$ cat config.mk
export PLATFORM = sky130hd
export DESIGN_NAME = histogram_aggregator
export DESIGN_NICKNAME = d
export VERILOG_FILES = /design/src/hw/rtl/hagg_pkg.sv /design/src/hw/rtl/histogram_aggregator.sv /design/src/hw/rtl/hagg_front.sv /design/src/hw/rtl/hagg_queue.sv /design/src/hw/rtl/hagg_back.sv
export SDC_FILE = /design/constraint.sdc
export NUM_CORES = 2
export LEC_CHECK = 0
export BUFFER_PORTS_ARGS = -buffer_cell sky130_fd_sc_hd__buf_2
export CAP_MARGIN = 0
export CORE_ASPECT_RATIO = 0.8
export CORE_MARGIN = 5
export CORE_UTILIZATION = 45
export CTS_CLUSTER_DIAMETER = 50
export DETAILED_ROUTE_END_ITERATION = 16
export SLEW_MARGIN = 15
export SYNTH_ARGS = -nofsm -noshare
export SYNTH_HDL_FRONTEND = slang
export SYNTH_HIERARCHICAL = 1
export SYNTH_SLANG_ARGS = --single-unit
$ cat constraint.sdc
create_clock -name clk -period 12.1 [get_ports clk]
set_clock_uncertainty 0.2 [all_clocks]
set_input_delay 0.605 -clock clk [delete_from_list [all_inputs] [get_ports clk]]
set_output_delay 0.605 -clock clk [all_outputs]
set_load 0.01 [all_outputs]
$ cat src/hw/rtl/hagg_pkg.sv
// ----------------------------------------------------------------------------
// hagg_pkg
// Shared types and constants for the histogram aggregator.
// ----------------------------------------------------------------------------
package hagg_pkg;

  localparam int MAX_BOUNDS_DEF = 7;
  localparam int SAMPLE_W       = 32;
  localparam int BOUND_W        = 32;
  localparam int COUNT_W        = 32;
  localparam int SUM_W          = 64;
  localparam int IDX_W          = 3;
  localparam int NUM_SLOTS      = 8;
  localparam int KIND_W         = 2;
  localparam int CFG_ADDR_W     = 3;
  localparam int CFG_DATA_W     = 32;
  localparam int QUEUE_DEPTH    = 2;
  localparam int IN_TDATA_W     = 40;
  localparam int OUT_TDATA_W    = 232;

  // Configuration register indexes
  localparam logic [CFG_ADDR_W-1:0] CFG_BOUND_COUNT = 3'd0;
  localparam logic [CFG_ADDR_W-1:0] CFG_BOUND_FIRST = 3'd1;

  typedef enum logic [KIND_W-1:0] {
    KIND_RECORD = 2'd0,
    KIND_CKPT   = 2'd1,
    KIND_READ   = 2'd2
  } kind_t;

  // Classified request handed from front to back
  typedef struct packed {
    kind_t                       kind;
    logic [IDX_W-1:0]            idx;
    logic signed [SAMPLE_W-1:0]  sample;
  } qentry_t;

  typedef struct packed {
    logic [IDX_W-1:0]           bucket_index;
    logic [COUNT_W-1:0]         bucket_total;
    logic signed [SUM_W-1:0]    running_sum;
    logic [COUNT_W-1:0]         sample_total;
    logic signed [SUM_W-1:0]    saved_sum;
    logic [COUNT_W-1:0]         saved_count;
  } result_t;

endpackage

$ cat src/hw/rtl/histogram_aggregator.sv
// ----------------------------------------------------------------------------
// histogram_aggregator
// Explicit-boundary histogram engine with running sum and checkpoint.
// ----------------------------------------------------------------------------
// Every accepted request (record, checkpoint or read; kind 3 is taken and
// dropped) yields one result. The block sustains one request per clock while
// out_tready stays high: the front compares the sample against all boundaries
// in parallel and queues the request, the back does the bucket counter and
// 64-bit sum update and registers the result. A request goes to the queue,
// then to the output register that drives out_tvalid when the back takes it.
// While out_tready is low the output register and the 2-entry queue still
// take up to three requests; once the queue is full in_tready drops and rises
// again at the edge where the back takes the next queued request.
// Write configuration only while idle.
// ----------------------------------------------------------------------------
module histogram_aggregator #(
  parameter int MAX_BOUNDS = hagg_pkg::MAX_BOUNDS_DEF
) (
  input  logic                                clk,
  input  logic                                rst_n,
  // input request stream
  input  logic                                in_tvalid,
  output logic                                in_tready,
  input  logic [hagg_pkg::IN_TDATA_W-1:0]     in_tdata,   // [31:0] sample_value, [34:32] bucket_select
  input  logic [hagg_pkg::KIND_W-1:0]         in_tuser,   // [1:0] kind
  // result stream
  output logic                                out_tvalid,
  input  logic                                out_tready,
  output logic [hagg_pkg::OUT_TDATA_W-1:0]    out_tdata,  // [2:0] bucket_index, [34:3] bucket_total,
                                                          // [98:35] running_sum, [130:99] sample_total,
                                                          // [194:131] saved_sum_out,
                                                          // [226:195] saved_count_out
  // configuration writes
  input  logic                                cfg_wr_en,
  input  logic [hagg_pkg::CFG_ADDR_W-1:0]     cfg_addr,
  input  logic [hagg_pkg::CFG_DATA_W-1:0]     cfg_wdata
);

  logic [hagg_pkg::IDX_W-1:0]                  bound_count_r;
  logic [MAX_BOUNDS-1:0][hagg_pkg::BOUND_W-1:0] bounds_r;

  logic               push, q_full, pop, head_valid;
  hagg_pkg::qentry_t  push_entry, head;
  hagg_pkg::result_t  res;

  always_ff @(posedge clk) begin
    if (!rst_n) begin
      bound_count_r <= '0;
      bounds_r      <= '0;
    end else if (cfg_wr_en) begin
      if (cfg_addr == hagg_pkg::CFG_BOUND_COUNT) begin
        bound_count_r <= cfg_wdata[hagg_pkg::IDX_W-1:0];
      end
      // boundaries beyond MAX_BOUNDS are never used, so they are not stored
      for (int i = 0; i < MAX_BOUNDS; i++) begin
        if (cfg_addr == hagg_pkg::CFG_BOUND_FIRST + hagg_pkg::CFG_ADDR_W'(i)) begin
          bounds_r[i] <= cfg_wdata[hagg_pkg::BOUND_W-1:0];
        end
      end
    end
  end

  hagg_front #(
    .MAX_BOUNDS (MAX_BOUNDS)
  ) u_front (
    .in_tvalid   (in_tvalid),
    .in_tready   (in_tready),
    .in_kind     (in_tuser),
    .in_sample   (in_tdata[hagg_pkg::SAMPLE_W-1:0]),
    .in_select   (in_tdata[hagg_pkg::SAMPLE_W +: hagg_pkg::IDX_W]),
    .bound_count (bound_count_r),
    .bounds      (bounds_r),
    .push        (push),
    .push_entry  (push_entry),
    .q_full      (q_full)
  );

  hagg_queue #(
    .DEPTH (hagg_pkg::QUEUE_DEPTH)
  ) u_queue (
    .clk        (clk),
    .rst_n      (rst_n),
    .push       (push),
    .push_entry (push_entry),
    .full       (q_full),
    .pop        (pop),
    .head_valid (head_valid),
    .head       (head)
  );

  hagg_back u_back (
    .clk        (clk),
    .rst_n      (rst_n),
    .head_valid (head_valid),
    .head       (head),
    .pop        (pop),
    .res_valid  (out_tvalid),
    .res_ready  (out_tready),
    .res        (res)
  );

  assign out_tdata = {5'b0, res.saved_count, res.saved_sum, res.sample_total,
                      res.running_sum, res.bucket_total, res.bucket_index};

endmodule

$ cat src/hw/rtl/hagg_front.sv
// ----------------------------------------------------------------------------
// hagg_front
// Accepts requests, finds the bucket of a record and pushes the classified
// request into the queue. Unused kind codes are taken and dropped.
// ----------------------------------------------------------------------------
module hagg_front #(
  parameter int MAX_BOUNDS = hagg_pkg::MAX_BOUNDS_DEF
) (
  input  logic                                          in_tvalid,
  output logic                                          in_tready,
  input  logic [hagg_pkg::KIND_W-1:0]                   in_kind,
  input  logic [hagg_pkg::SAMPLE_W-1:0]                 in_sample,
  input  logic [hagg_pkg::IDX_W-1:0]                    in_select,
  input  logic [hagg_pkg::IDX_W-1:0]                    bound_count,
  input  logic [MAX_BOUNDS-1:0][hagg_pkg::BOUND_W-1:0]  bounds,
  output logic                                          push,
  output hagg_pkg::qentry_t                             push_entry,
  input  logic                                          q_full
);

  localparam logic [hagg_pkg::IDX_W-1:0] MAX_B = hagg_pkg::IDX_W'(MAX_BOUNDS);

  logic [hagg_pkg::IDX_W-1:0] used;
  logic [hagg_pkg::IDX_W-1:0] hit_idx;
  logic                       known;

  assign used      = (bound_count > MAX_B) ? MAX_B : bound_count;
  assign in_tready = !q_full;

  // First boundary in index order above the sample wins; walk down so the
  // lowest match is the last assignment.
  always_comb begin
    hit_idx = used;
    for (int i = MAX_BOUNDS - 1; i >= 0; i--) begin
      if ((hagg_pkg::IDX_W'(i) < used) && ($signed(in_sample) < $signed(bounds[i]))) begin
        hit_idx = hagg_pkg::IDX_W'(i);
      end
    end
  end

  always_comb begin
    known             = 1'b1;
    push_entry.kind   = hagg_pkg::kind_t'(in_kind);
    push_entry.sample = in_sample;
    push_entry.idx    = '0;
    case (in_kind)
      hagg_pkg::KIND_RECORD: begin
        push_entry.idx = hit_idx;
      end
      hagg_pkg::KIND_CKPT: begin
        push_entry.idx = '0;
      end
      hagg_pkg::KIND_READ: begin
        push_entry.idx = in_select;
      end
      default: begin
        known = 1'b0;
      end
    endcase
  end

  assign push = in_tvalid && in_tready && known;

endmodule

$ cat src/hw/rtl/hagg_queue.sv
// ----------------------------------------------------------------------------
// hagg_queue
// Short FIFO between the classifying front and the executing back.
// ----------------------------------------------------------------------------
module hagg_queue #(
  parameter int DEPTH = hagg_pkg::QUEUE_DEPTH
) (
  input  logic               clk,
  input  logic               rst_n,
  input  logic               push,
  input  hagg_pkg::qentry_t  push_entry,
  output logic               full,
  input  logic               pop,
  output logic               head_valid,
  output hagg_pkg::qentry_t  head
);

  localparam int PTR_W = (DEPTH > 1) ? $clog2(DEPTH) : 1;
  localparam int CNT_W = $clog2(DEPTH + 1);
  localparam logic [PTR_W-1:0] LAST_PTR = PTR_W'(DEPTH - 1);
  localparam logic [CNT_W-1:0] FULL_CNT = CNT_W'(DEPTH);

  hagg_pkg::qentry_t mem [DEPTH];

  logic [PTR_W-1:0] wr_ptr_r, wr_ptr_nxt;
  logic [PTR_W-1:0] rd_ptr_r, rd_ptr_nxt;
  logic [CNT_W-1:0] cnt_r, cnt_nxt;

  assign full       = (cnt_r == FULL_CNT);
  assign head_valid = (cnt_r != '0);
  assign head       = mem[rd_ptr_r];

  always_comb begin
    wr_ptr_nxt = wr_ptr_r;
    rd_ptr_nxt = rd_ptr_r;
    cnt_nxt    = cnt_r;
    if (push) begin
      wr_ptr_nxt = (wr_ptr_r == LAST_PTR) ? '0 : wr_ptr_r + 1'b1;
    end
    if (pop) begin
      rd_ptr_nxt = (rd_ptr_r == LAST_PTR) ? '0 : rd_ptr_r + 1'b1;
    end
    if (push && !pop) begin
      cnt_nxt = cnt_r + 1'b1;
    end else if (pop && !push) begin
      cnt_nxt = cnt_r - 1'b1;
    end
  end

  always_ff @(posedge clk) begin
    if (!rst_n) begin
      wr_ptr_r <= '0;
      rd_ptr_r <= '0;
      cnt_r    <= '0;
    end else begin
      wr_ptr_r <= wr_ptr_nxt;
      rd_ptr_r <= rd_ptr_nxt;
      cnt_r    <= cnt_nxt;
    end
  end

  always_ff @(posedge clk) begin
    if (push) begin
      mem[wr_ptr_r] <= push_entry;
    end
  end

endmodule

$ cat src/hw/rtl/hagg_back.sv
// ----------------------------------------------------------------------------
// hagg_back
// Executes queued requests against the bucket counters, the running sum and
// count and the checkpoint registers; holds the result in an output register.
// ----------------------------------------------------------------------------
module hagg_back (
  input  logic               clk,
  input  logic               rst_n,
  input  logic               head_valid,
  input  hagg_pkg::qentry_t  head,
  output logic               pop,
  output logic               res_valid,
  input  logic               res_ready,
  output hagg_pkg::result_t  res
);

  localparam logic [hagg_pkg::COUNT_W-1:0] COUNT_MAX = '1;

  logic [hagg_pkg::COUNT_W-1:0]      bucket_cnt_r [hagg_pkg::NUM_SLOTS];
  logic signed [hagg_pkg::SUM_W-1:0] sum_acc_r, sum_acc_nxt;
  logic [hagg_pkg::COUNT_W-1:0]      count_acc_r, count_acc_nxt;
  logic signed [hagg_pkg::SUM_W-1:0] saved_sum_r, saved_sum_nxt;
  logic [hagg_pkg::COUNT_W-1:0]      saved_count_r, saved_count_nxt;
  logic                              res_valid_r, res_valid_nxt;
  hagg_pkg::result_t                 res_r, res_nxt;
  logic [hagg_pkg::COUNT_W-1:0]      cur_cnt, inc_cnt;
  logic                              bucket_we;

  assign pop       = head_valid && (!res_valid_r || res_ready);
  assign res_valid = res_valid_r;
  assign res       = res_r;

  assign cur_cnt = bucket_cnt_r[head.idx];
  assign inc_cnt = (cur_cnt == COUNT_MAX) ? cur_cnt : cur_cnt + 1'b1;

  always_comb begin
    sum_acc_nxt     = sum_acc_r;
    count_acc_nxt   = count_acc_r;
    saved_sum_nxt   = saved_sum_r;
    saved_count_nxt = saved_count_r;
    bucket_we       = 1'b0;
    res_nxt         = res_r;
    res_valid_nxt   = res_valid_r && !res_ready;
    if (pop) begin
      res_valid_nxt        = 1'b1;
      res_nxt.bucket_index = '0;
      res_nxt.bucket_total = '0;
      case (head.kind)
        hagg_pkg::KIND_RECORD: begin
          bucket_we            = 1'b1;
          res_nxt.bucket_index = head.idx;
          res_nxt.bucket_total = inc_cnt;
          sum_acc_nxt          = sum_acc_r + hagg_pkg::SUM_W'(head.sample);
          count_acc_nxt        = (count_acc_r == COUNT_MAX) ? count_acc_r
                                                            : count_acc_r + 1'b1;
        end
        hagg_pkg::KIND_CKPT: begin
          saved_sum_nxt   = sum_acc_r;
          saved_count_nxt = count_acc_r;
          sum_acc_nxt     = '0;
          count_acc_nxt   = '0;
        end
        hagg_pkg::KIND_READ: begin
          res_nxt.bucket_index = head.idx;
          res_nxt.bucket_total = cur_cnt;
        end
        default: begin
          res_valid_nxt = 1'b0;
        end
      endcase
      res_nxt.running_sum  = sum_acc_nxt;
      res_nxt.sample_total = count_acc_nxt;
      res_nxt.saved_sum    = saved_sum_nxt;
      res_nxt.saved_count  = saved_count_nxt;
    end
  end

  always_ff @(posedge clk) begin
    if (!rst_n) begin
      for (int i = 0; i < hagg_pkg::NUM_SLOTS; i++) begin
        bucket_cnt_r[i] <= '0;
      end
      sum_acc_r     <= '0;
      count_acc_r   <= '0;
      saved_sum_r   <= '0;
      saved_count_r <= '0;
      res_valid_r   <= 1'b0;
    end else begin
      if (bucket_we) begin
        bucket_cnt_r[head.idx] <= inc_cnt;
      end
      sum_acc_r     <= sum_acc_nxt;
      count_acc_r   <= count_acc_nxt;
      saved_sum_r   <= saved_sum_nxt;
      saved_count_r <= saved_count_nxt;
      res_valid_r   <= res_valid_nxt;
    end
  end

  always_ff @(posedge clk) begin
    res_r <= res_nxt;
  end

`ifndef SYNTHESIS
  // a checkpoint leaves the running pair clear and reports no bucket
  a_ckpt_clears: assert property (@(posedge clk) disable iff (!rst_n)
    (pop && head.kind == hagg_pkg::KIND_CKPT) |=>
      (sum_acc_r == '0 && count_acc_r == '0 && res_r.bucket_total == '0))
    else $error("checkpoint did not clear running sum/count");

  // a record always leaves nonzero bucket and sample counts in the result
  a_record_counts: assert property (@(posedge clk) disable iff (!rst_n)
    (pop && head.kind == hagg_pkg::KIND_RECORD) |=>
      (res_valid_r && res_r.bucket_total != '0 && res_r.sample_total != '0))
    else $error("record produced a zero count");

  // a read returns the stored counter of the requested bucket
  a_read_matches: assert property (@(posedge clk) disable iff (!rst_n)
    (pop && head.kind == hagg_pkg::KIND_READ) |=>
      (res_r.bucket_index == $past(head.idx) &&
       res_r.bucket_total == bucket_cnt_r[$past(head.idx)]))
    else $error("read result does not match bucket counter");
`endif

endmodule

==> Implementation_results.wiki <==
{| class="wikitable"
! Metric !! Value
|-
| Post-synthesis share of cell area spent on full adders, half adders and majority gates || slightly above 7%
|-
| Total routing resource utilization after global routing || 22.94%
|-
| Share of flip-flops with an asynchronous set or reset after synthesis || 0%
|-
| Horiz. Die Dim || around 380 µm
|-
| CTS tree || built
|-
| Flip-flop and latch count after synthesis || about 980
|-
| Final Routed Wirelength || roughly 140000 µm
|-
| Highest Clock Rate || 0.1569 GHz
|-
| Vias per Instance || between 5 and 6
|-
| Least-Margin Pin Slew || 1049 ps
|-
| Class of the tightest hold or removal check || in -> reg
|-
| Simple-gate share of the synthesized area || 17.24%
|-
| Congestion Overflow GR || 0
|-
| Worst voltage drop across the vdd grid || 0.0002368 V
|-
| Fraction of synthesized area in multiplexers || ~8.4%
|-
| R2r endpoint || u_back/bucket_cnt_r[0][10]
|-
| Starting DRC count in detailed routing || roughly 3.1k
|-
| Clk pin slew, worst setup/hold paths || around 60 ps
|-
| Data arrival, critical path || roughly 6600 ps
|-
| Clock network latency to the later pin of the worst-skew pair || 730 ps
|-
| Compound-Gate Fraction of Synth Area || ~9%
|-
| Pin count of the biggest net entering global routing || around 150
|-
| Vias post-DR || between 30k and 40k
|-
| Power per Cell Area || 221.8 nW/µm²
|-
| Area growth from synthesis to final layout || 12.18%
|-
| Post-route DRC || 0
|-
| IO Count || between 300 and 400
|-
| Result of the run || finished, final reports clean
|-
| Final setup violation count || 0
|-
| Post-detailed-route wirelength per cell || 20.64 µm
|-
| Clock Tree Buf Depth || 3
|-
| Nature of the critical path startpoint || register
|-
| Pins over their slew limit || 0
|-
| Pre-Repair DR Iteration Count || 5
|-
| Detailed Place HPWL || about 92000 µm
|-
| Net total in the final layout || 5484
|-
| Filler cells || 10.06k
|-
| Highest-count cells in the layout ignoring fill and taps || sky130_fd_sc_hd__nand2_1, sky130_fd_sc_hd__nor2_1, sky130_fd_sc_hd__edfxtp_1
|-
| Number of global-route vias before repair || about 35k
|-
| Leakage power || approximately 22 nW
|-
| EDFF count, synth || ~560
|-
| Number of levels in the clock H-tree || 3
|-
| Top cell type by total area after synthesis || sky130_fd_sc_hd__edfxtp_1
|-
| Antenna violations before repair || 4
|-
| Placeable core region || 110600 µm²
|-
| Synth top area cells || sky130_fd_sc_hd__edfxtp_1, sky130_fd_sc_hd__dfxtp_1, sky130_fd_sc_hd__ha_1, sky130_fd_sc_hd__nand2_1, sky130_fd_sc_hd__mux2i_1
|-
| Synth warn || 6
|-
| Initial cell density of the core || around 45%
|-
| Capture endpoint of the worst hold path || u_queue/mem[0][24]
|-
| Placed inst area || ~52000 µm²
|-
| Max transition margin || about 30%
|-
| Area of the die || 118400 µm²
|-
| Row count || around 110
|-
| Kind of end point of the critical path || register
|-
| TritonCTS Buffers || 114
|-
| Final worst path period need || 6372 ps
|-
| Count of nets left with antenna violations after detail routing || 0
|-
| Footprint of the multi-input gates || between 20000 and 25000 µm²
|-
| Final period utilization || between 50% and 60%
|-
| Total clock sinks || roughly 980
|-
| Number of buffer cells added on primary ports || between 300 and 400
|-
| Total standard cell area after synthesis || 50230 µm²
|-
| Cell variety after synth || about 110
|-
| Endpoints failing hold || 0
|-
| Part of the Yosys area used for sequential elements || between 50% and 60%
|-
| Register area || 25240 µm²
|-
| Floorplan die height || about 310 µm
|-
| Xor and xnor fraction of the mapped netlist area || under 10%
|-
| Max-Cap Viols || 0
|-
| Average cell area after synthesis || around 10 µm²
|-
| Layout cells sized above 1 || a little over an eighth
|-
| Wire length of the first global-routing pass || 212800 µm
|-
| Leading cell type in the layout, fill and taps excluded || sky130_fd_sc_hd__nand2_1
|-
| Post-CTS repair timing setup buffer count || 0
|-
| Unrepaired setup endpoints after global routing || no
|-
| Setup slack on the worst flop-to-flop path || about 5700 ps
|-
| Hold_sp || in_tdata[24]
|-
| Largest fanout on the critical path || 37
|-
| Most frequently used flop master after synthesis || sky130_fd_sc_hd__edfxtp_1
|-
| Data required time at the worst endpoint || between 10000 and 15000 ps
|-
| Number of cells produced by synthesis || 4942
|-
| Worst hold path stage count || 1
|-
| Final standard cell area without fillers || roughly 56000 µm²
|-
| Worst Setup Path Type || reg -> reg
|-
| Clock root buffer master || sky130_fd_sc_hd__clkbuf_16
|-
| Post-synth top area share || ~33%
|-
| Worst R2R Path Depth || 16
|-
| Largest family of logic cells by synthesized area || simple AND/OR/NAND/NOR gates
|-
| Final RePlAce weighted congestion || slightly below 0.9
|-
| Total negative slack || 0 ps
|-
| N_diodes || 0
|}
[power breakdown]
group / internal (mW) / leakage [nW] / total (mW) / switching, mW
Combinational: 1.40 / 11.4 / 4.24 / 2.85
Sequential: 4.41 / 9.03 / 4.74 / 0.329
Clock: 2.05 / 1.88 / 3.52 / 1.46
[sequential cells by signal, summed over array words and instances (netlist names), named ones only]
| signal | count |
|---|---|
| u_back/res | 227 |
| u_queue/rd_ptr_r | 1 |
| u_queue/wr_ptr_r | 1 |
| u_back/bucket_cnt_r | 256 |
| u_back/count_acc_r | 32 |
| u_back/saved_count_r | 32 |
| bounds_r | 224 |
| u_queue/mem | 74 |
| u_back/res_valid | 1 |
| u_back/sum_acc_r | 64 |
| bound_count_r | 3 |
| u_queue/cnt_r | 2 |
| u_back/saved_sum_r | 64 |
[layer usage]
layer / vias up / global-route usage (%) / routed length (µm)
met5: - / 0 / 34
met4: 4 / 4.905 / 2722
met3: 172 / 4.149 / 9349
met2: 1046 / 35.48 / 61100
met1: 17910 / 33.87 / 65390
li1: 17650 / - / -
[cell families (layout without fill, tap and decap cells)]
| group | Yosys count | count (layout) |
|---|---|---|
| AOI/OAI and AO/OA | 675 | 675 |
| xor gates and xnor gates | 151 | 151 |
| buffers and inverters | 560 | 830 |
| muxes | 357 | 357 |
| other | 1 | 5 |
| DFF | 982 | 982 |
| adders and majority gates | 284 | 284 |
| and+or+nand+nor | 1932 | 1932 |
[cell usage after synthesis, types with 29 or more instances]
master / count
sky130_fd_sc_hd__nand2_1: 803
sky130_fd_sc_hd__nor2_1: 663
sky130_fd_sc_hd__edfxtp_1: 557
sky130_fd_sc_hd__dfxtp_1: 425
sky130_fd_sc_hd__ha_1: 283
sky130_fd_sc_hd__inv_1: 259
sky130_fd_sc_hd__mux2i_1: 258
sky130_fd_sc_hd__a21oi_1: 180
sky130_fd_sc_hd__clkbuf_1: 180
sky130_fd_sc_hd__o21ai_0: 131
sky130_fd_sc_hd__nor3b_1: 110
sky130_fd_sc_hd__xnor2_1: 76
sky130_fd_sc_hd__a21o_1: 68
sky130_fd_sc_hd__xor2_1: 66
sky130_fd_sc_hd__nand3_1: 60
sky130_fd_sc_hd__buf_4: 59
sky130_fd_sc_hd__nand4_1: 59
sky130_fd_sc_hd__mux2_2: 49
sky130_fd_sc_hd__nor3_1: 49
sky130_fd_sc_hd__mux4_2: 48
sky130_fd_sc_hd__nor2b_1: 43
sky130_fd_sc_hd__a22o_1: 38
sky130_fd_sc_hd__a21boi_0: 29
[worst max-delay path by stage]
| stage | startpoint | to | slack, ps | cells past startpoint |
|---|---|---|---|---|
| 2_1_floorplan | out_tready | u_queue/cnt_r[1] | 2840 | 10 |
| 3_3_place_gp | register | u_back/bucket_cnt_r[0][10] | 5800 | 16 |
| 3_5_place_dp | register | u_back/bucket_cnt_r[0][10] | 5720 | 16 |
| 4_1_cts | register | u_back/bucket_cnt_r[0][10] | 5760 | 16 |
| 5_1_grt | register | u_back/bucket_cnt_r[0][28] | 5410 | 16 |
| 6_report | register | u_back/bucket_cnt_r[0][10] | 5730 | 16 |
[critical path, stage by stage, from the launching register on]
cell and delay [ps]:
sky130_fd_sc_hd__dfxtp_2 310, sky130_fd_sc_hd__buf_4 430, sky130_fd_sc_hd__mux2_2 250, sky130_fd_sc_hd__buf_4 530
sky130_fd_sc_hd__buf_4 520, sky130_fd_sc_hd__inv_1 130, sky130_fd_sc_hd__buf_4 240, sky130_fd_sc_hd__mux4_2 460
sky130_fd_sc_hd__o211ai_2 220, sky130_fd_sc_hd__ha_1 290, sky130_fd_sc_hd__a21boi_1 360, sky130_fd_sc_hd__nand3_1 360
sky130_fd_sc_hd__or3_1 610, sky130_fd_sc_hd__o211ai_2 370, sky130_fd_sc_hd__nor2_1 140, sky130_fd_sc_hd__xor2_1 540
sky130_fd_sc_hd__nor2_1 80
[through the flow]
step / setup slack (ps) / std cells / hold WS [ps] / util, % / power, mW
floorplan: 2836 / 4946 / 230.2 / - / 7.713
global placement: 5796 / 6498 / 242.0 / 47.44 / 8.988
detailed placement: 5723 / 6498 / 246.4 / 47.44 / 9.039
CTS: 5759 / 6714 / 19.00 / 50.95 / 12.59
global route: 5412 / 6714 / 41.81 / 50.95 / 13.22
finish: 5728 / 6714 / 74.59 / 50.95 / 12.50
[final cells by class]
type / count / share of cell area [%]
tap: 1498 / 3.326
inverter: 260 / 1.745
clock inverter: 75 / 1.432
timing repair buffer: 356 / 3.437
clock buffer: 139 / 5.414
multi-input combinational: 3404 / 39.86
sequential: 982 / 44.79
[repair_timing]
| action | in CTS | in global routing |
|---|---|---|
| endpoints found under the hold margin | 4 | 0 |
| gates resized for setup | 0 | 0 |
| hold buffers | 2 | 0 |
Power figures use the tool's default switching activity.
